[src/rtl/core/ppd_pkg.sv]
// ---------------------------------------------------------------------------
// ppd_pkg: shared types for the priority task dispatcher
// Command codes, result codes, sequencer states and the task entry layout.
// ---------------------------------------------------------------------------
`default_nettype none

package ppd_pkg;

  localparam int unsigned IdW   = 8;
  localparam int unsigned PrioW = 3;

  typedef struct packed {
    logic [IdW-1:0]   id;
    logic [PrioW-1:0] prio;
  } entry_t;

  localparam int unsigned EntryW = $bits(entry_t);

  typedef enum logic [2:0] {
    CMD_ENQUEUE = 3'd0,
    CMD_RETURN  = 3'd1,
    CMD_START   = 3'd2,
    CMD_STOP    = 3'd3,
    CMD_CLEAR   = 3'd4,
    CMD_QUERY   = 3'd5
  } cmd_e;

  typedef enum logic [1:0] {
    FIN_NONE    = 2'd0,
    FIN_ENDED   = 2'd1,
    FIN_STACKED = 2'd2
  } finish_e;

  typedef enum logic [1:0] {
    ERR_OK       = 2'd0,
    ERR_OVERFLOW = 2'd1,
    ERR_NO_TASK  = 2'd2
  } err_e;

  typedef enum logic [2:0] {
    ST_IDLE,
    ST_EXEC,
    ST_INS_RD,
    ST_INS_CMP,
    ST_DSP_RD,
    ST_DSP,
    ST_OUT
  } state_e;

endpackage

`default_nettype wire

[src/rtl/core/preemptive_priority_task_dispatcher_top.sv]
// ---------------------------------------------------------------------------
// preemptive_priority_task_dispatcher_top: preemptive priority dispatcher
// Pending pool, preempted-task stack and running task, driven by commands.
// ---------------------------------------------------------------------------
// Each request carries one command and produces exactly one result. The
// pending pool is a ring in a RAM kept sorted by priority (FIFO among equal
// priorities); the preempted tasks sit in a second RAM used as a stack. A
// request passes through accept, execute, dispatch read, dispatch and
// output before the block is ready again. An enqueue into a pool that is
// not full first walks the pool from its tail, with one read and one
// compare/write-back for each entry it moves past (single RAM read port);
// then it writes the new entry on the read step when it reaches the front,
// or after a read and a compare when it stops behind an entry at least as
// urgent; a full pool skips the walk. The block takes a new request only
// once the previous one has been handed to the output register, which then
// holds the result until the sink takes it; the output state waits while an
// older result still waits there. Pops advance the ring head, so no entry is
// ever shifted on dispatch. Both RAMs start undefined: only entries below the
// fill counts are ever used.
// ---------------------------------------------------------------------------
`default_nettype none

module preemptive_priority_task_dispatcher_top #(
  parameter int unsigned POOL_DEPTH  = 16,
  parameter int unsigned STACK_DEPTH = 8,
  parameter int unsigned PRIO_LEVELS = 8
) (
  input  wire logic        clk_i,
  input  wire logic        rst_ni,
  // request side
  input  wire logic        s_axis_tvalid,
  output logic             s_axis_tready,
  input  wire logic [15:0] s_axis_tdata,   // [7:0] task_id, [10:8] priority_req
  input  wire logic [2:0]  s_axis_tuser,   // [2:0] cmd
  // result side
  output logic             m_axis_tvalid,
  input  wire logic        m_axis_tready,
  // [0] dispatched, [8:1] active_task, [11:9] current_priority, [12] busy_res,
  // [13] preempt_request, [15:14] finish_kind, [17:16] error_code
  output logic      [23:0] m_axis_tdata
);

  localparam int unsigned PoolAw  = (POOL_DEPTH > 1) ? $clog2(POOL_DEPTH) : 1;
  localparam int unsigned StackAw = (STACK_DEPTH > 1) ? $clog2(STACK_DEPTH) : 1;
  localparam int unsigned PoolCw  = $clog2(POOL_DEPTH + 1);
  localparam int unsigned StackCw = $clog2(STACK_DEPTH + 1);
  localparam int unsigned SumW    = PoolAw + 2;
  localparam int unsigned PrioMax = PRIO_LEVELS - 1;

  // Ring position of logical pool slot j.
  function automatic logic [PoolAw-1:0] phys(input logic [PoolAw-1:0] head,
                                             input logic [PoolCw-1:0] j);
    logic [SumW-1:0] sum;
    sum = SumW'(head) + SumW'(j);
    if (sum >= SumW'(POOL_DEPTH)) begin
      sum = sum - SumW'(POOL_DEPTH);
    end
    return sum[PoolAw-1:0];
  endfunction

  ppd_pkg::state_e state_q, state_d;

  logic [2:0]             cmd_q, cmd_d;
  ppd_pkg::entry_t        new_q, new_d;
  ppd_pkg::entry_t        run_q, run_d;
  logic                   exec_q, exec_d;
  logic                   en_q, en_d;
  logic                   pend_q, pend_d;
  logic [PoolAw-1:0]      head_q, head_d;
  logic [PoolCw-1:0]      pool_cnt_q, pool_cnt_d;
  logic [StackCw-1:0]     stk_cnt_q, stk_cnt_d;
  logic [PoolCw-1:0]      k_q, k_d;
  logic                   preq_q, preq_d;
  logic                   disp_q, disp_d;
  ppd_pkg::finish_e       fin_q, fin_d;
  ppd_pkg::err_e          err_q, err_d;
  logic                   out_valid_q, out_valid_d;
  logic [23:0]            out_data_q, out_data_d;

  logic                   pool_we, stk_we;
  logic [PoolAw-1:0]      pool_waddr, pool_raddr;
  ppd_pkg::entry_t        pool_wdata, pool_rdata, stk_rdata;
  logic [StackAw-1:0]     stk_waddr, stk_raddr;
  logic [2:0]             in_prio, sat_prio;
  logic                   accept, from_stack;

  assign s_axis_tready = (state_q == ppd_pkg::ST_IDLE);
  assign accept        = s_axis_tvalid && s_axis_tready;
  assign m_axis_tvalid = out_valid_q;
  assign m_axis_tdata  = out_data_q;

  // Clamp priorities above the highest configured level.
  assign in_prio  = s_axis_tdata[10:8];
  assign sat_prio = (32'(in_prio) > PrioMax) ? 3'(PrioMax) : in_prio;

  assign from_stack = (stk_cnt_q != '0) &&
                      ((pool_cnt_q == '0) || (stk_rdata.prio >= pool_rdata.prio));

  assign stk_raddr  = StackAw'(stk_cnt_q - StackCw'(1));
  assign stk_waddr  = StackAw'(stk_cnt_q);
  assign pool_raddr = (state_q == ppd_pkg::ST_INS_RD) ?
                      phys(head_q, k_q - PoolCw'(1)) : head_q;

  ppd_ram #(.Width(ppd_pkg::EntryW), .Depth(POOL_DEPTH)) u_pool_ram (
    .clk_i  (clk_i),
    .we_i   (pool_we),
    .waddr_i(pool_waddr),
    .wdata_i(pool_wdata),
    .raddr_i(pool_raddr),
    .rdata_o(pool_rdata)
  );

  ppd_ram #(.Width(ppd_pkg::EntryW), .Depth(STACK_DEPTH)) u_stack_ram (
    .clk_i  (clk_i),
    .we_i   (stk_we),
    .waddr_i(stk_waddr),
    .wdata_i(run_q),
    .raddr_i(stk_raddr),
    .rdata_o(stk_rdata)
  );

  // Next state of the sequencer.
  always_comb begin
    state_d = state_q;
    case (state_q)
      ppd_pkg::ST_IDLE: begin
        if (accept) state_d = ppd_pkg::ST_EXEC;
      end
      ppd_pkg::ST_EXEC: begin
        if ((cmd_q == ppd_pkg::CMD_ENQUEUE) && (pool_cnt_q != PoolCw'(POOL_DEPTH))) begin
          state_d = ppd_pkg::ST_INS_RD;
        end else begin
          state_d = ppd_pkg::ST_DSP_RD;
        end
      end
      ppd_pkg::ST_INS_RD: begin
        state_d = (k_q == '0) ? ppd_pkg::ST_DSP_RD : ppd_pkg::ST_INS_CMP;
      end
      ppd_pkg::ST_INS_CMP: begin
        state_d = (pool_rdata.prio < new_q.prio) ? ppd_pkg::ST_INS_RD : ppd_pkg::ST_DSP_RD;
      end
      ppd_pkg::ST_DSP_RD: state_d = ppd_pkg::ST_DSP;
      ppd_pkg::ST_DSP:    state_d = ppd_pkg::ST_OUT;
      ppd_pkg::ST_OUT: begin
        if (!out_valid_q || m_axis_tready) state_d = ppd_pkg::ST_IDLE;
      end
      default: state_d = ppd_pkg::ST_IDLE;
    endcase
  end

  // Datapath and memory controls per state.
  always_comb begin
    cmd_d      = cmd_q;
    new_d      = new_q;
    run_d      = run_q;
    exec_d     = exec_q;
    en_d       = en_q;
    pend_d     = pend_q;
    head_d     = head_q;
    pool_cnt_d = pool_cnt_q;
    stk_cnt_d  = stk_cnt_q;
    k_d        = k_q;
    preq_d     = preq_q;
    disp_d     = disp_q;
    fin_d      = fin_q;
    err_d      = err_q;
    out_data_d = out_data_q;
    out_valid_d = out_valid_q && !m_axis_tready;
    pool_we    = 1'b0;
    pool_waddr = phys(head_q, k_q);
    pool_wdata = new_q;
    stk_we     = 1'b0;
    case (state_q)
      ppd_pkg::ST_IDLE: begin
        if (accept) begin
          cmd_d   = s_axis_tuser;
          new_d   = '{id: s_axis_tdata[7:0], prio: sat_prio};
          preq_d  = 1'b0;
          disp_d  = 1'b0;
          fin_d   = ppd_pkg::FIN_NONE;
          err_d   = ppd_pkg::ERR_OK;
        end
      end
      ppd_pkg::ST_EXEC: begin
        case (cmd_q)
          ppd_pkg::CMD_ENQUEUE: begin
            // raise one preempt only; the insertion is tried regardless
            if (exec_q && !pend_q && (new_q.prio > run_q.prio)) begin
              pend_d = 1'b1;
              preq_d = 1'b1;
            end
            if (pool_cnt_q == PoolCw'(POOL_DEPTH)) begin
              err_d = ppd_pkg::ERR_OVERFLOW;
            end
            k_d = pool_cnt_q;
          end
          ppd_pkg::CMD_RETURN: begin
            if (!exec_q) begin
              err_d = ppd_pkg::ERR_NO_TASK;
            end else begin
              exec_d = 1'b0;
              if (pend_q) begin
                pend_d = 1'b0;
                fin_d  = ppd_pkg::FIN_STACKED;
                if (stk_cnt_q < StackCw'(STACK_DEPTH)) begin
                  stk_we    = 1'b1;
                  stk_cnt_d = stk_cnt_q + StackCw'(1);
                end else begin
                  err_d = ppd_pkg::ERR_OVERFLOW;
                end
              end else begin
                fin_d = ppd_pkg::FIN_ENDED;
              end
            end
          end
          ppd_pkg::CMD_START: en_d = 1'b1;
          ppd_pkg::CMD_STOP: begin
            if (en_q) begin
              en_d = 1'b0;
              if (exec_q && !pend_q) begin
                pend_d = 1'b1;
                preq_d = 1'b1;
              end
            end
          end
          ppd_pkg::CMD_CLEAR: begin
            pool_cnt_d = '0;
            stk_cnt_d  = '0;
          end
          ppd_pkg::CMD_QUERY: begin
            if (!exec_q) err_d = ppd_pkg::ERR_NO_TASK;
          end
          default: ;
        endcase
      end
      ppd_pkg::ST_INS_RD: begin
        // reached the front: the new entry becomes slot zero
        if (k_q == '0) begin
          pool_we    = 1'b1;
          pool_cnt_d = pool_cnt_q + PoolCw'(1);
        end
      end
      ppd_pkg::ST_INS_CMP: begin
        pool_we = 1'b1;
        if (pool_rdata.prio < new_q.prio) begin
          // move the less urgent entry one slot back and keep walking
          pool_wdata = pool_rdata;
          k_d        = k_q - PoolCw'(1);
        end else begin
          pool_cnt_d = pool_cnt_q + PoolCw'(1);
        end
      end
      ppd_pkg::ST_DSP: begin
        if (en_q && !exec_q && ((stk_cnt_q != '0) || (pool_cnt_q != '0))) begin
          exec_d = 1'b1;
          disp_d = 1'b1;
          if (from_stack) begin
            run_d     = stk_rdata;
            stk_cnt_d = stk_cnt_q - StackCw'(1);
          end else begin
            run_d      = pool_rdata;
            head_d     = phys(head_q, PoolCw'(1));
            pool_cnt_d = pool_cnt_q - PoolCw'(1);
          end
        end
      end
      ppd_pkg::ST_OUT: begin
        if (!out_valid_q || m_axis_tready) begin
          out_valid_d = 1'b1;
          out_data_d  = {6'd0, err_q, fin_q, preq_q, exec_q,
                         exec_q ? run_q.prio : 3'd0,
                         exec_q ? run_q.id : 8'd0, disp_q};
        end
      end
      default: ;
    endcase
  end

  always_ff @(posedge clk_i or negedge rst_ni) begin
    if (!rst_ni) begin
      state_q     <= ppd_pkg::ST_IDLE;
      run_q       <= '0;
      exec_q      <= 1'b0;
      en_q        <= 1'b0;
      pend_q      <= 1'b0;
      head_q      <= '0;
      pool_cnt_q  <= '0;
      stk_cnt_q   <= '0;
      out_valid_q <= 1'b0;
    end else begin
      state_q     <= state_d;
      run_q       <= run_d;
      exec_q      <= exec_d;
      en_q        <= en_d;
      pend_q      <= pend_d;
      head_q      <= head_d;
      pool_cnt_q  <= pool_cnt_d;
      stk_cnt_q   <= stk_cnt_d;
      out_valid_q <= out_valid_d;
    end
  end

  always_ff @(posedge clk_i) begin
    cmd_q      <= cmd_d;
    new_q      <= new_d;
    k_q        <= k_d;
    preq_q     <= preq_d;
    disp_q     <= disp_d;
    fin_q      <= fin_d;
    err_q      <= err_d;
    out_data_q <= out_data_d;
  end

`ifndef NO_ASSERTIONS
  a_pool_bound: assert property (@(posedge clk_i) disable iff (!rst_ni)
    pool_cnt_q <= PoolCw'(POOL_DEPTH)) else $error("pool count past depth");
  a_stack_bound: assert property (@(posedge clk_i) disable iff (!rst_ni)
    stk_cnt_q <= StackCw'(STACK_DEPTH)) else $error("stack count past depth");
  a_pend_needs_task: assert property (@(posedge clk_i) disable iff (!rst_ni)
    pend_q |-> exec_q) else $error("preempt pending with no running task");
  a_disp_busy: assert property (@(posedge clk_i) disable iff (!rst_ni)
    (out_valid_q && out_data_q[0]) |-> out_data_q[12]) else $error("dispatch while idle");
`endif

endmodule

`default_nettype wire

[src/rtl/core/ppd_ram.sv]
// ---------------------------------------------------------------------------
// ppd_ram: generic simple dual-port RAM
// One write port, one read port, read data registered.
// ---------------------------------------------------------------------------
`default_nettype none

module ppd_ram #(
  parameter int unsigned Width = 11,
  parameter int unsigned Depth = 16,
  localparam int unsigned AddrW = (Depth > 1) ? $clog2(Depth) : 1
) (
  input  wire logic             clk_i,
  input  wire logic             we_i,
  input  wire logic [AddrW-1:0] waddr_i,
  input  wire logic [Width-1:0] wdata_i,
  input  wire logic [AddrW-1:0] raddr_i,
  output logic      [Width-1:0] rdata_o
);

  logic [Width-1:0] mem_q [Depth];

  always_ff @(posedge clk_i) begin
    if (we_i) begin
      mem_q[waddr_i] <= wdata_i;
    end
    rdata_o <= mem_q[raddr_i];
  end

endmodule

`default_nettype wire

[config.mk]
export PLATFORM = sky130hd
export DESIGN_NAME = preemptive_priority_task_dispatcher_top
export DESIGN_NICKNAME = d
export VERILOG_FILES = /design/src/rtl/core/ppd_pkg.sv /design/src/rtl/core/preemptive_priority_task_dispatcher_top.sv /design/src/rtl/core/ppd_ram.sv
export SDC_FILE = /design/constraint.sdc
export NUM_CORES = 1
export LEC_CHECK = 0
export BUFFER_PORTS_ARGS = -buffer_cell sky130_fd_sc_hd__buf_4
export CORE_MARGIN = 5
export CORE_UTILIZATION = 45
export DETAILED_ROUTE_END_ITERATION = 16
export SLEW_MARGIN = 10
export SYNTH_ARGS = -nofsm -noshare
export SYNTH_HDL_FRONTEND = slang
export SYNTH_SLANG_ARGS = --single-unit
[constraint.sdc]
create_clock -name clk_i -period 3.5 [get_ports clk_i]
set_clock_uncertainty 0.1 [all_clocks]
set_input_delay 0.35 -clock clk_i [delete_from_list [all_inputs] [get_ports clk_i]]
set_output_delay 0.35 -clock clk_i [all_outputs]
set_load 0.01 [all_outputs]
# --- After elaboration in Yosys (flattened, before gate mapping) ---
# Memory sizes are Yosys's and may differ from the RTL's. A register that Yosys moved wholly into a read port is not among the register bits.
# Cells that the tools add are included.
word_totals:
  latch_bits: 0
  register_bits: 74
  memories: 2
  mem_bits_ro: 0
  out_inout_bits: 26
  in_bits: 23
  ramBits: 264
  wordCells: 193
classes:
  bitwise_logic: 1
  n_addsub: 11
  reduce_logical: 43
  div_mod_pow: 0
  magnitude_cmp: 7
  n_eq_ne: 42
  mux: 67
  multipliers: 0
  shift: 0
memory_table:
  columns: ["name", "words", "word_bits", "read_ports", "rd_ports_with_merged_regs", "wr", "line_no", "rtl"]
  rows:
  - ["u_pool_ram.mem_q", 16, 11, 1, 1, 1, "ppd_ram.sv:20", "logic [Width-1:0] mem_q [Depth];"]
  - ["u_stack_ram.mem_q", 8, 11, 1, 1, 1, "ppd_ram.sv:20", null]
ops:
  columns: ["op", "count"]
  rows:
  - ["4-bit two-way mux", 9]
  - ["5-bit two-way mux", 7]
  - ["11-bit two-way mux", 3]
  - ["3-bit != test (second input constant)", 8]
  - ["2-bit != test (second input constant)", 11]
  - ["3-bit one-hot mux with 7 select lines", 1]
  - ["5-bit one-hot mux with 4 select lines", 1]
  - ["1-bit two-way mux", 19]
  - ["2-bit two-way mux", 9]
  - ["6-bit AND reduction", 3]
  - ["4-bit one-hot mux with 2 select lines", 2]
  - ["4-bit by 1-bit subtractor with 4-bit output (second input constant)", 4]
  - ["3-bit equality test (second input constant)", 5]
  - ["3-bit two-way mux", 5]
  - ["7-bit AND reduction", 2]
  - ["4-bit by 5-bit adder with 6-bit output", 2]
  - ["3-bit by 2-bit equality test with 1-bit output (second input constant)", 4]
  - ["6-bit by 5-bit greater-or-equal comparator with 1-bit output (second input constant)", 2]
  - ["1-bit one-hot mux with 2 select lines", 6]
  - ["3-bit AND reduction", 4]
  - ["5-bit zero test", 2]
  - ["2-bit by 1-bit != test with 1-bit output (second input constant)", 5]
  - ["5-bit one-hot mux with 2 select lines", 1]
  - ["2-bit AND reduction", 5]
  - ["29 further kinds", 51]

# --- Logic depth before layout (Yosys ltp) ---
# Gate-level depths: netlist of run 1.
depth:
  depth_word: 8
  depth_mapped: 11
  depth_no_buf: 10

# --- Modules after synthesis ---
# Synthesis of run 1 repeated with hierarchy kept, for this count alone.
hier_totals:
  cells_unflattened: 847
  area_unflattened_um2: 14933.1
by_module_without_submodules:
  columns: ["mod", "cells_each", "n_inst", "area_each_um2"]
  rows:
  - ["ppd_ram at u_pool_ram", 305, 1, 6998.0]
  - ["preemptive_priority_task_dispatcher_top", 392, 1, 4277.9]
  - ["ppd_ram at u_stack_ram", 150, 1, 3657.3]

# --- Least setup slack after synthesis of run 1 ---
# No wires, ideal clock.
synth_timing:
  kind: "register -> register"
  startpoint: "register k_q[1]"
  endpoint: "memory u_pool_ram.mem_q[1][0], enable pin"
  setup_ps: 378
  stages_incl_launch_ff: 7
  n_path_buf: 0
  t_arrival_ps: 2220
  period_less_slack_ps: 2698
  slack_ps: 802
  path_cell_list: "edfxtp_1 > inv_1 > ha_1 > nor4b_1 > o21ai_0 > or3_1 > nor2_1"
synth_between:
  elab_chain_cells: 5
  word_cells_on_any_way: 9
synth_lines:
  columns: ["item", "line_no", "rtl"]
  rows:
  - ["start, declared", "preemptive_priority_task_dispatcher_top.sv:72", "logic [PoolCw-1:0] k_q, k_d;"]
  - ["start signal, assigned", "preemptive_priority_task_dispatcher_top.sv:306", "k_q <= k_d;"]
  - ["parallel branches: the longest is 5 deep, another holds 4-bit by 5-bit adder with 6-bit output", null, null]
  - ["end, declared", "ppd_ram.sv:20", null]
# Parallel ways; which one is timed is not known.

# --- Worst setup path after layout of run 1 ---
layout_timing:
  startpoint: "register state_q[1]"
  endpoint: "memory u_stack_ram.mem_q[3][7], enable pin"
layout_between:
  elab_chain_cells: 4
layout_lines:
  columns: ["item", "line_no", "rtl"]
  rows:
  - ["start, declared", "preemptive_priority_task_dispatcher_top.sv:61", "ppd_pkg::state_e state_q, state_d;"]
  - ["start signal, assigned", "preemptive_priority_task_dispatcher_top.sv:281", "state_q <= ppd_pkg::ST_IDLE;"]
  - ["start signal, assigned", "preemptive_priority_task_dispatcher_top.sv:291", "state_q <= state_d;"]
  - ["3-bit by 1-bit equality test with 1-bit output", "preemptive_priority_task_dispatcher_top.sv:173", "case (state_q)"]
  - ["1-bit two-way mux", "preemptive_priority_task_dispatcher_top.sv:173", null]
  - ["1-bit two-way mux", "ppd_ram.sv:23", "if (we_i) begin"]
  - ["1-bit two-way mux (not written as such)", "ppd_ram.sv:24", "mem_q[waddr_i] <= wdata_i;"]
  - ["end, declared", "ppd_ram.sv:20", null]
# No other way between the ends.

==> results.json, run 1 <==
{
  "outcome": "finished clean",
  "via_per_inst": 5.22,
  "crit_slowest_cell": "dfrtp_1",
  "power.density_nw_per_um2": 815,
  "slew_violations": 0,
  "multi_input_area_sq_um": 4090,
  "postCtsHoldBufs": 16,
  "drcViolationCount": 0,
  "synth_ff_type": "edfxtp_1",
  "pre_cts_ws_ns": 0.681,
  "htree_levels": 2,
  "dr.pass1.iters": 5,
  "cp.required_ns": 3.61,
  "clock_latency_ns": 0.53,
  "synth-seq-cells": 360,
  "grt_overflow": 0,
  "p_leak_nw": 6.27,
  "clockBufferDepth": 3,
  "drv_cap": 0,
  "finalHoldViolCount": 0,
  "yosysTopAreaCell": "edfxtp_1",
  "worst_path_largest_cell_delay_ns": 0.49,
  "layout_setup_ws_ns": 0.641,
  "rows": 66,
  "synthTopCellsByArea": "edfxtp_1 62%, dfrtp_1 5.2%, nand2_1 5.2%",
  "ys_async_sr_fraction_pct": 8.61,
  "avgSynthCellArea_sq_um": 14.1,
  "vias": 8409,
  "cts_sinks": 360,
  "grt_pass1_wl_um": 47500,
  "cts_made_buffers": 38,
  "clk_root_buffer_cell": "clkbuf_16",
  "met1_length_um": 13800,
  "fin_util_pct": 52.7,
  "dp_hpwl_um": 18600,
  "grt_pass1_vias": 8373,
  "tightest_slew_ns": 0.695,
  "drt_first_iter_violations": 639,
  "track_usage_pct": 16.6,
  "area_growth_pct": 15.5,
  "ios": 49,
  "layout-drive-gt1-share_pct": 16.4,
  "yosysWarningCount": 0,
  "fmax_ghz": 0.350,
  "grt_max_degree": 89,
  "syn_area_sq_um": 14800,
  "relSlewSlack_pct": 53.6,
  "port-buffer-count": 37,
  "synthTopCellsByCount": "307 x edfxtp_1, 205 x nand2_1, 83 x nand3_1, 38 x nor2_1, 38 x o21ai_0",
  "synth_top_area_share_pct": 62.1,
  "antenna_left": 0,
  "ctsResizeCount": 0,
  "path_buf_inv": 2,
  "start_util_pct": 45.6,
  "synth-edff-count": 307,
  "antenna_found_initial": 0,
  "cp_top_family": "simple AND/OR/NAND/NOR gates",
  "nets": 1187,
  "totalPowerFinal_mw": 14.0,
  "ff_latch_area_sq_um": 10400,
  "cts_tree": "done",
  "end_kind": "flip-flop",
  "ir_drop_v": 0.000416,
  "avgRoutedWirePerCell_um": 18.7,
  "die_x_um": 192,
  "path_clk_slew_ns": 0.06,
  "core-area_sq_um": 32500,
  "path_cells": "and2b_1 -> nand2b_1 -> clkinv_1 -> nand3_1 -> nor3b_1 -> nand2_1 -> nor2_1 -> buf_4",
  "syn-instance-count": 1051,
  "fin_crit_sh_pct": 81.7,
  "wl_met2_um": 14500,
  "place.gp.congestion": 0.783,
  "ys_seq_area_share_pct": 70.3,
  "fillers": 2781,
  "crit_path_max_fanout": 11,
  "wl_met3_um": 1190,
  "postCtsSetupRepairBufs": 0,
  "crit_arrival_ns": 2.97,
  "top_layer": "met4",
  "num_antenna_cells": 0,
  "tns_ns": 0,
  "synth.most_common_cell": "edfxtp_1",
  "drt_wl_total_um": 30100,
  "grt_setup_unrepaired": "no",
  "fin_crit_ns": 2.86,
  "worst_setup_path_start_kind": "flip-flop",
  "fp.dieH_um": 192,
  "synth_cell_types": 61,
  "critPathKind": "reg2reg",
  "hold_path_class": "in2reg",
  "design.die.area_sq_um": 36700,
  "setup_viol": 0
}
power by group:
group	internal [mW]	leakage, nW	switching, mW
Clock	2.27	0.586	1.58
Combinational	1.73	2.32	2.50
Sequential	5.42	3.37	0.475
Total	9.42	6.27	4.55
tightest hold or removal path: stages:
cell,delay (ns)
buf_4,0.08
nor2b_1,0.07
nand2b_1,0.15
flip-flops by register name (all words and copies together), names as in the netlist, 5 cells and up:
signal,cells
pool_cnt_q,5
u_pool_ram.rdata_o,11
run_q,11
u_stack_ram.mem_q,88
u_pool_ram.mem_q,176
new_q,11
m_axis_tdata,18
u_stack_ram.rdata_o,11
k_q,5
worst paths after layout:
path / start / end / slack (ns) / cells after the start
setup / recovery: state_q[1] / u_stack_ram.mem_q[3][7] / 0.64 / 8
hold / removal: m_axis_tready / m_axis_tvalid / 0.07 / 3
setup reg to reg: state_q[1] / u_stack_ram.mem_q[3][7] / 0.64 / 8
hold reg to reg: fin_q[1] / m_axis_tdata[15] / 0.32 / 0
max in group asynchronous: rst_ni / run_q[8] / 2.77 / 2
min in group asynchronous: rst_ni / m_axis_tvalid / 0.21 / 2
layout make-up:
cell class | instances | area share, %
Clock buffer | 54 | 6.20
Multi-Input combinational cell | 622 | 23.9
Sequential cell | 360 | 60.9
Inverter | 20 | 0.438
Tap cell | 442 | 3.23
Clock inverter | 16 | 0.832
Timing Repair Buffer | 96 | 4.58
per-layer routing:
metal / up-vias / track usage (%)
met1: 4164 / 23.5
met2: 160 / 27.2
met4: 0 / 4.34
li1: 4039 / -
met5: - / 0
met3: 46 / 2.51
stage by stage:
step | cell area (sq um) | hold WS (ns) | std cells
floorplan | 14900 | -0.0456 | 1056
global placement | 15800 | 0.225 | 1524
detailed placement | 15800 | 0.221 | 1524
CTS | 17100 | 0.0485 | 1610
global route | 17100 | 0.0629 | 1610
finish | 17100 | 0.0665 | 1610
cell families after synthesis:
| group | share of synthesized area [%] |
|---|---|
| XOR/XNOR | 1.06 |
| flip-flops | 70.3 |
| other | 0.0253 |
| multiplexers | 7.79 |
| adder cells (fa/ha/maj) | 2.34 |
| buffers and inverters | 2.41 |
| AND/OR/NAND/NOR | 12.0 |
| AO/OA/AOI/OAI | 4.04 |
cell usage in the layout, fill, tap and decap left out, drive strengths merged, types with 2 or more instances in the layout:
| master | netlist | final |
|---|---|---|
| nand2 | 206 | 206 |
| nand3b | 2 | 2 |
| or3 | 5 | 5 |
| buf | 35 | 80 |
| mux2 | 26 | 26 |
| mux4 | 22 | 22 |
| nand4 | 12 | 12 |
| nor3b | 4 | 4 |
| or3b | 2 | 2 |
| o31ai | 4 | 4 |
| dfxtp | 22 | 22 |
| and2 | 15 | 15 |
| a2bb2oi | 2 | 2 |
| nand2b | 9 | 9 |
| nor2b | 6 | 6 |
| clkbuf | 19 | 54 |
| a221oi | 2 | 2 |
| inv | 19 | 21 |
| a32oi | 11 | 11 |
| a21o | 4 | 4 |
| xnor2 | 7 | 7 |
| o21ai | 38 | 38 |
| dlygate4sd3 | 0 | 16 |
| a21oi | 15 | 15 |
| nor2 | 38 | 38 |
| bufinv | 0 | 2 |
| a22oi | 2 | 2 |
| mux2i | 36 | 36 |
| xor2 | 11 | 11 |
| clkinv | 1 | 12 |
| conb | 1 | 6 |
| dfrtp | 31 | 31 |
| edfxtp | 307 | 307 |
| o21a | 5 | 5 |
| ha | 23 | 23 |
| fa | 3 | 3 |
| nor4 | 2 | 2 |
| nor3 | 6 | 6 |
| nand3 | 83 | 83 |
(Power assumes the default switching activity.)
==> run 2, diff against run 1 <==
--- a/config.mk
+++ b/config.mk
@@ -5,6 +5,7 @@
 export SDC_FILE = /design/constraint.sdc
 export NUM_CORES = 1
 export LEC_CHECK = 0
+export ABC_AREA = 1
 export BUFFER_PORTS_ARGS = -buffer_cell sky130_fd_sc_hd__buf_4
 export CORE_MARGIN = 5
 export CORE_UTILIZATION = 45
==> constraint.sdc (replaced) <==
create_clock -name clk_i -period 2.85 [get_ports clk_i]
set_clock_uncertainty 0.1 [all_clocks]
set_input_delay 0.285 -clock clk_i [delete_from_list [all_inputs] [get_ports clk_i]]
set_output_delay 0.285 -clock clk_i [all_outputs]
set_load 0.01 [all_outputs]
==> results.json, run 2 <==
{
  "fin_util_pct": 53.4,
  "core-area_sq_um": 34600,
  "area_growth_pct": 17.0,
  "grt_pass1_wl_um": 57600,
  "grt_setup_unrepaired": "no",
  "tightest_slew_ns": 0.785,
  "syn_area_sq_um": 15800,
  "layout-drive-gt1-share_pct": 11.9,
  "fmax_ghz": 0.382,
  "critPathKind": "reg2reg",
  "crit_path_max_fanout": 6,
  "path_cells": "inv_1 -> ha_1 -> xor2_1 -> ha_1 -> nand2_1 -> nand2_1 -> nor2_1 -> nand3_1 -> nand3_1 -> nand2_1 -> nand2_1 -> buf_4 -> nand3_1 -> nand2_1",
  "htree_levels": 2,
  "postCtsSetupRepairBufs": 0,
  "regMostFlops": "u_pool_ram.mem_q",
  "drt_wl_total_um": 36900,
  "crit_slowest_cell": "edfxtp_1",
  "end_kind": "flip-flop",
  "vias": 10600,
  "crit_arrival_ns": 2.99,
  "avgRoutedWirePerCell_um": 18.0,
  "synth-edff-count": 307,
  "track_usage_pct": 19.0,
  "synth.most_common_cell": "edfxtp_1",
  "nets": 1609,
  "place_inst": 1956,
  "synthTopCellsByCount": "307 x edfxtp_1, 229 x nand2_1, 204 x nand3_1, 178 x inv_1, 127 x nor2_1",
  "synth_ff_type": "edfxtp_1",
  "die_x_um": 197,
  "antenna_left": 0,
  "path_buf_inv": 2,
  "synth-seq-cells": 360,
  "cts_tree": "done",
  "syn-instance-count": 1460,
  "via_per_inst": 5.19,
  "start_util_pct": 45.7,
  "cts_sinks": 360,
  "layout_common_cells": "307 x edfxtp_1, 229 x nand2_1, 204 x nand3_1",
  "rows": 68,
  "grt_pass1_vias": 10300,
  "cts_made_buffers": 40,
  "synthTopCellsByArea": "edfxtp_1 58%, nand3_1 6.5%, nand2_1 5.4%",
  "crit_top_cell": "nand2_1",
  "design.die.area_sq_um": 39000,
  "dr.pass1.iters": 5,
  "power.density_nw_per_um2": 1060,
  "outcome": "finished clean",
  "worst_setup_path_start_kind": "flip-flop",
  "ios": 49,
  "port-buffer-count": 37,
  "cp.required_ns": 3.22,
  "synth_top_area_share_pct": 58.3,
  "avgSynthCellArea_sq_um": 10.8,
  "hold_path_class": "in2async",
  "antenna_found_initial": 1,
  "worst_path_largest_cell_delay_ns": 0.41,
  "p_leak_nw": 7.50,
  "yosysWarningCount": 0,
  "totalPowerFinal_mw": 19.5,
  "place.gp.congestion": 0.833,
  "path_clk_slew_ns": 0.06,
  "dp_hpwl_um": 22700,
  "final_cells": 2046,
  "ctsResizeCount": 0,
  "yosysTopAreaCell": "edfxtp_1",
  "fin_crit_sh_pct": 91.9,
  "postCtsHoldBufs": 17,
  "drv_cap": 0,
  "multi_input_area_sq_um": 4370,
  "clk_root_buffer_cell": "clkbuf_16",
  "finalHoldViolCount": 0,
  "relSlewSlack_pct": 47.1,
  "setup_viol": 0,
  "ys_seq_area_share_pct": 66.0,
  "drcViolationCount": 0,
  "largest_reg_flops": 176,
  "fillers": 2952,
  "slew_violations": 0,
  "ir_drop_v": 0.000664,
  "ys_async_sr_fraction_pct": 8.61,
  "tns_ns": 0,
  "layout_commonest_cell": "edfxtp_1",
  "drt_first_iter_violations": 962,
  "synth_cell_types": 39,
  "fp.dieH_um": 197,
  "clockBufferDepth": 3,
  "clock_latency_ns": 0.55,
  "grt_max_degree": 89,
  "grt_overflow": 0,
  "num_antenna_cells": 0,
  "cp_top_family": "simple AND/OR/NAND/NOR gates",
  "ff_latch_area_sq_um": 10400,
  "fin_crit_ns": 2.62
}
[run 2: cell types whose count changed after synthesis, sizes merged, moves of 15 or more]
| cell | before | now |
|---|---|---|
| and2 | 15 | 0 |
| inv | 19 | 185 |
| mux2 | 26 | 1 |
| mux2i | 36 | 0 |
| mux4 | 22 | 0 |
| nand2 | 206 | 233 |
| nand3 | 83 | 206 |
| nand3b | 2 | 70 |
| nor2 | 38 | 130 |
| o21ai | 38 | 82 |
[run 2: metrics by stage]
stage | hold slack [ns] | setup WS (ns) | instance area, sq um
5_1_grt | 0.152 | 0.0888 | 18500
4_1_cts | 0.107 | 0.230 | 18500
6_report | 0.115 | 0.230 | 18500
3_3_place_gp | 0.166 | 0.275 | 17000
3_5_place_dp | 0.166 | 0.298 | 17000
2_1_floorplan | -0.111 | 0.340 | 15800
[run 2: where the power goes]
part	internal [mW]	switching [mW]	total [mW]
sequential	6.74	0.494	7.23
combinational	2.35	4.80	7.15
clock	3.13	2.03	5.15
total	12.2	7.32	19.5
[run 2: area by class of cell]
| class | instances | area share [%] |
|---|---|---|
| Timing Repair Buffer | 128 | 6.03 |
| Clock buffer | 60 | 6.14 |
| Clock inverter | 13 | 0.980 |
| Multi-Input combinational cell | 845 | 23.6 |
| Sequential cell | 360 | 56.4 |
| Tap cell | 455 | 3.08 |
| Inverter | 185 | 3.75 |
[run 2: final timing paths]
path                                from               endpoint  slack [ns]  cells past startpoint
worst max register to register    k_q[0]  u_pool_ram.rdata_o[7]        0.23                     14
min in group clk_i              fin_q[1]       m_axis_tdata[15]        0.32                      0
worst max-delay path              k_q[0]  u_pool_ram.rdata_o[7]        0.23                     14
worst min-delay path              rst_ni          m_axis_tvalid        0.12                      2
worst min register to register  fin_q[1]       m_axis_tdata[15]        0.32                      0
max in group asynchronous         rst_ni               run_q[5]        2.20                      2
[run 2: per-layer routing]
layer / vias to the layer above / part of all wire, % / track usage, %
li1: 5189 / - / -
met5: - / 0 / 0
met4: 0 / 2.4 / 5.93
met1: 5054 / 43 / 26.0
met2: 321 / 48 / 31.4
met3: 62 / 6.2 / 3.02
[run 2: kinds of logic (layout without fill, tap and decap cells)]
family          count (synthesis)  after routing  synth area share (%)
compound gates                135            135                  4.71
xor+xnor                       14             14                 0.775
fa+ha+maj                      26             26                  2.20
buf+inv                       260            386                  6.64
flops                         360            360                  66.0
mux                             1              1                0.0712
other cells                     1              6                0.0237
simple gates                  663            663                  19.6
==> run 3, diff against run 2 <==
==> constraint.sdc (replaced) <==
create_clock -name clk_i -period 3.35 [get_ports clk_i]
set_clock_uncertainty 0.1 [all_clocks]
set_input_delay 0.335 -clock clk_i [delete_from_list [all_inputs] [get_ports clk_i]]
set_output_delay 0.335 -clock clk_i [all_outputs]
set_load 0.01 [all_outputs]
==> results.json, run 3 (synthesized netlist as in run 2, its figures left out) <==
{
  "power.density_nw_per_um2": 885,
  "rows": 68,
  "slew_violations": 0,
  "clock_latency_ns": 0.53,
  "avgRoutedWirePerCell_um": 18.1,
  "ctsResizeCount": 0,
  "critPathKind": "reg2reg",
  "nets": 1591,
  "crit_path_max_fanout": 11,
  "track_usage_pct": 18.6,
  "antenna_left": 0,
  "setup_viol": 0,
  "ios": 49,
  "p_leak_nw": 7.34,
  "grt_overflow": 0,
  "relSlewSlack_pct": 41.3,
  "layout-drive-gt1-share_pct": 10.6,
  "outcome": "finished clean",
  "hold_path_class": "in2reg",
  "fmax_ghz": 0.354,
  "fp.dieH_um": 197,
  "fin_crit_ns": 2.82,
  "drcViolationCount": 0,
  "grt_pass1_vias": 10200,
  "clk_root_buffer_cell": "clkbuf_16",
  "drt_wl_total_um": 36700,
  "regMostFlops": "u_pool_ram.mem_q",
  "cts_tree": "done",
  "fin_util_pct": 52.6,
  "hold_slack_ns": 0.121,
  "drv_cap": 0,
  "tightest_slew_ns": 0.879,
  "ir_drop_v": 0.000544,
  "largest_reg_flops": 176,
  "end_kind": "flip-flop",
  "path_clk_slew_ns": 0.06,
  "dp_hpwl_um": 22400,
  "finalHoldViolCount": 0,
  "crit_arrival_ns": 3.19,
  "htree_levels": 2,
  "drt_first_iter_violations": 734,
  "layout_commonest_cell": "edfxtp_1",
  "vias": 10600,
  "cts_made_buffers": 39,
  "worst_setup_path_start_kind": "flip-flop",
  "grt_setup_unrepaired": "no",
  "die_x_um": 197,
  "dr.pass1.iters": 5,
  "grt_max_degree": 59,
  "layout_common_cells": "307 x edfxtp_1, 229 x nand2_1, 204 x nand3_1",
  "tns_ns": 0,
  "place.gp.congestion": 0.810,
  "core-area_sq_um": 34600,
  "clockBufferDepth": 3,
  "area_growth_pct": 15.2,
  "start_util_pct": 45.7,
  "fin_crit_sh_pct": 84.2,
  "num_antenna_cells": 0,
  "grt_pass1_wl_um": 57100,
  "cp.required_ns": 3.72,
  "via_per_inst": 5.24,
  "cts_sinks": 360,
  "antenna_found_initial": 0,
  "design.die.area_sq_um": 39000,
  "port-buffer-count": 37
}
## run 3: per-layer routing
layer  up-vias  track usage [%]  share of wire (%)
met5         -                0                  0
met2       277             30.7                 47
li1       5150                -                  -
met4         0             5.14                2.4
met3        60             3.14                5.3
met1      5137             25.6                 45
## run 3: through the flow
stage	worst slack [ns]	cells	cell area, sq um	total power, mW
2_1_floorplan	0.840	1465	15800	10.2
3_3_place_gp	0.530	1940	16800	12.1
3_5_place_dp	0.526	1940	16800	12.1
4_1_cts	0.482	2028	18200	16.3
5_1_grt	0.221	2028	18200	17.2
6_report	0.528	2028	18200	16.1
## run 3: final timing paths
check	start	cells after the start	slack [ns]	to
max	k_q[0]	13	0.53	u_pool_ram.rdata_o[0]
max reg2reg	k_q[0]	13	0.53	u_pool_ram.rdata_o[0]
max in group asynchronous	rst_ni	2	2.59	stk_cnt_q[1]
min reg2reg	disp_q	0	0.32	m_axis_tdata[0]
min in group asynchronous	rst_ni	2	0.22	run_q[6]
min	s_axis_tvalid	3	0.12	disp_q
## run 3: timing repair
action	CTS	global route
buffers inserted	0	0
hold buffers	16	0
hold endpoints to repair	46	0
## run 3: cell type report
type | count | area [sq um]
clock buffers | 53 | 1060
clock inverters | 19 | 151
fillers | 2996 | 16400
inverters | 185 | 694
multi-input cells | 845 | 4370
flip-flops and latches | 360 | 10400
well taps | 455 | 569
repair buffers | 111 | 936
## run 3: worst max-delay path: stages, from the launching register on
cell and delay (ns):
edfxtp_1 0.40, inv_1 0.18, ha_1 0.21, xor2_1 0.21
ha_1 0.30, nand2_1 0.08, nand2_1 0.04, nor2_1 0.14
nand3_1 0.14, nand3_1 0.13, nand2_1 0.06, nand2_1 0.46
nand3_1 0.20, nand2_1 0.11
## run 3: report_power, final
part           internal, mW  leakage, nW  switching, mW
Combinational          1.88         3.38           3.98
Sequential             5.73         3.37          0.481
Clock                  2.38        0.589           1.69
Total                  9.99         7.34           6.15
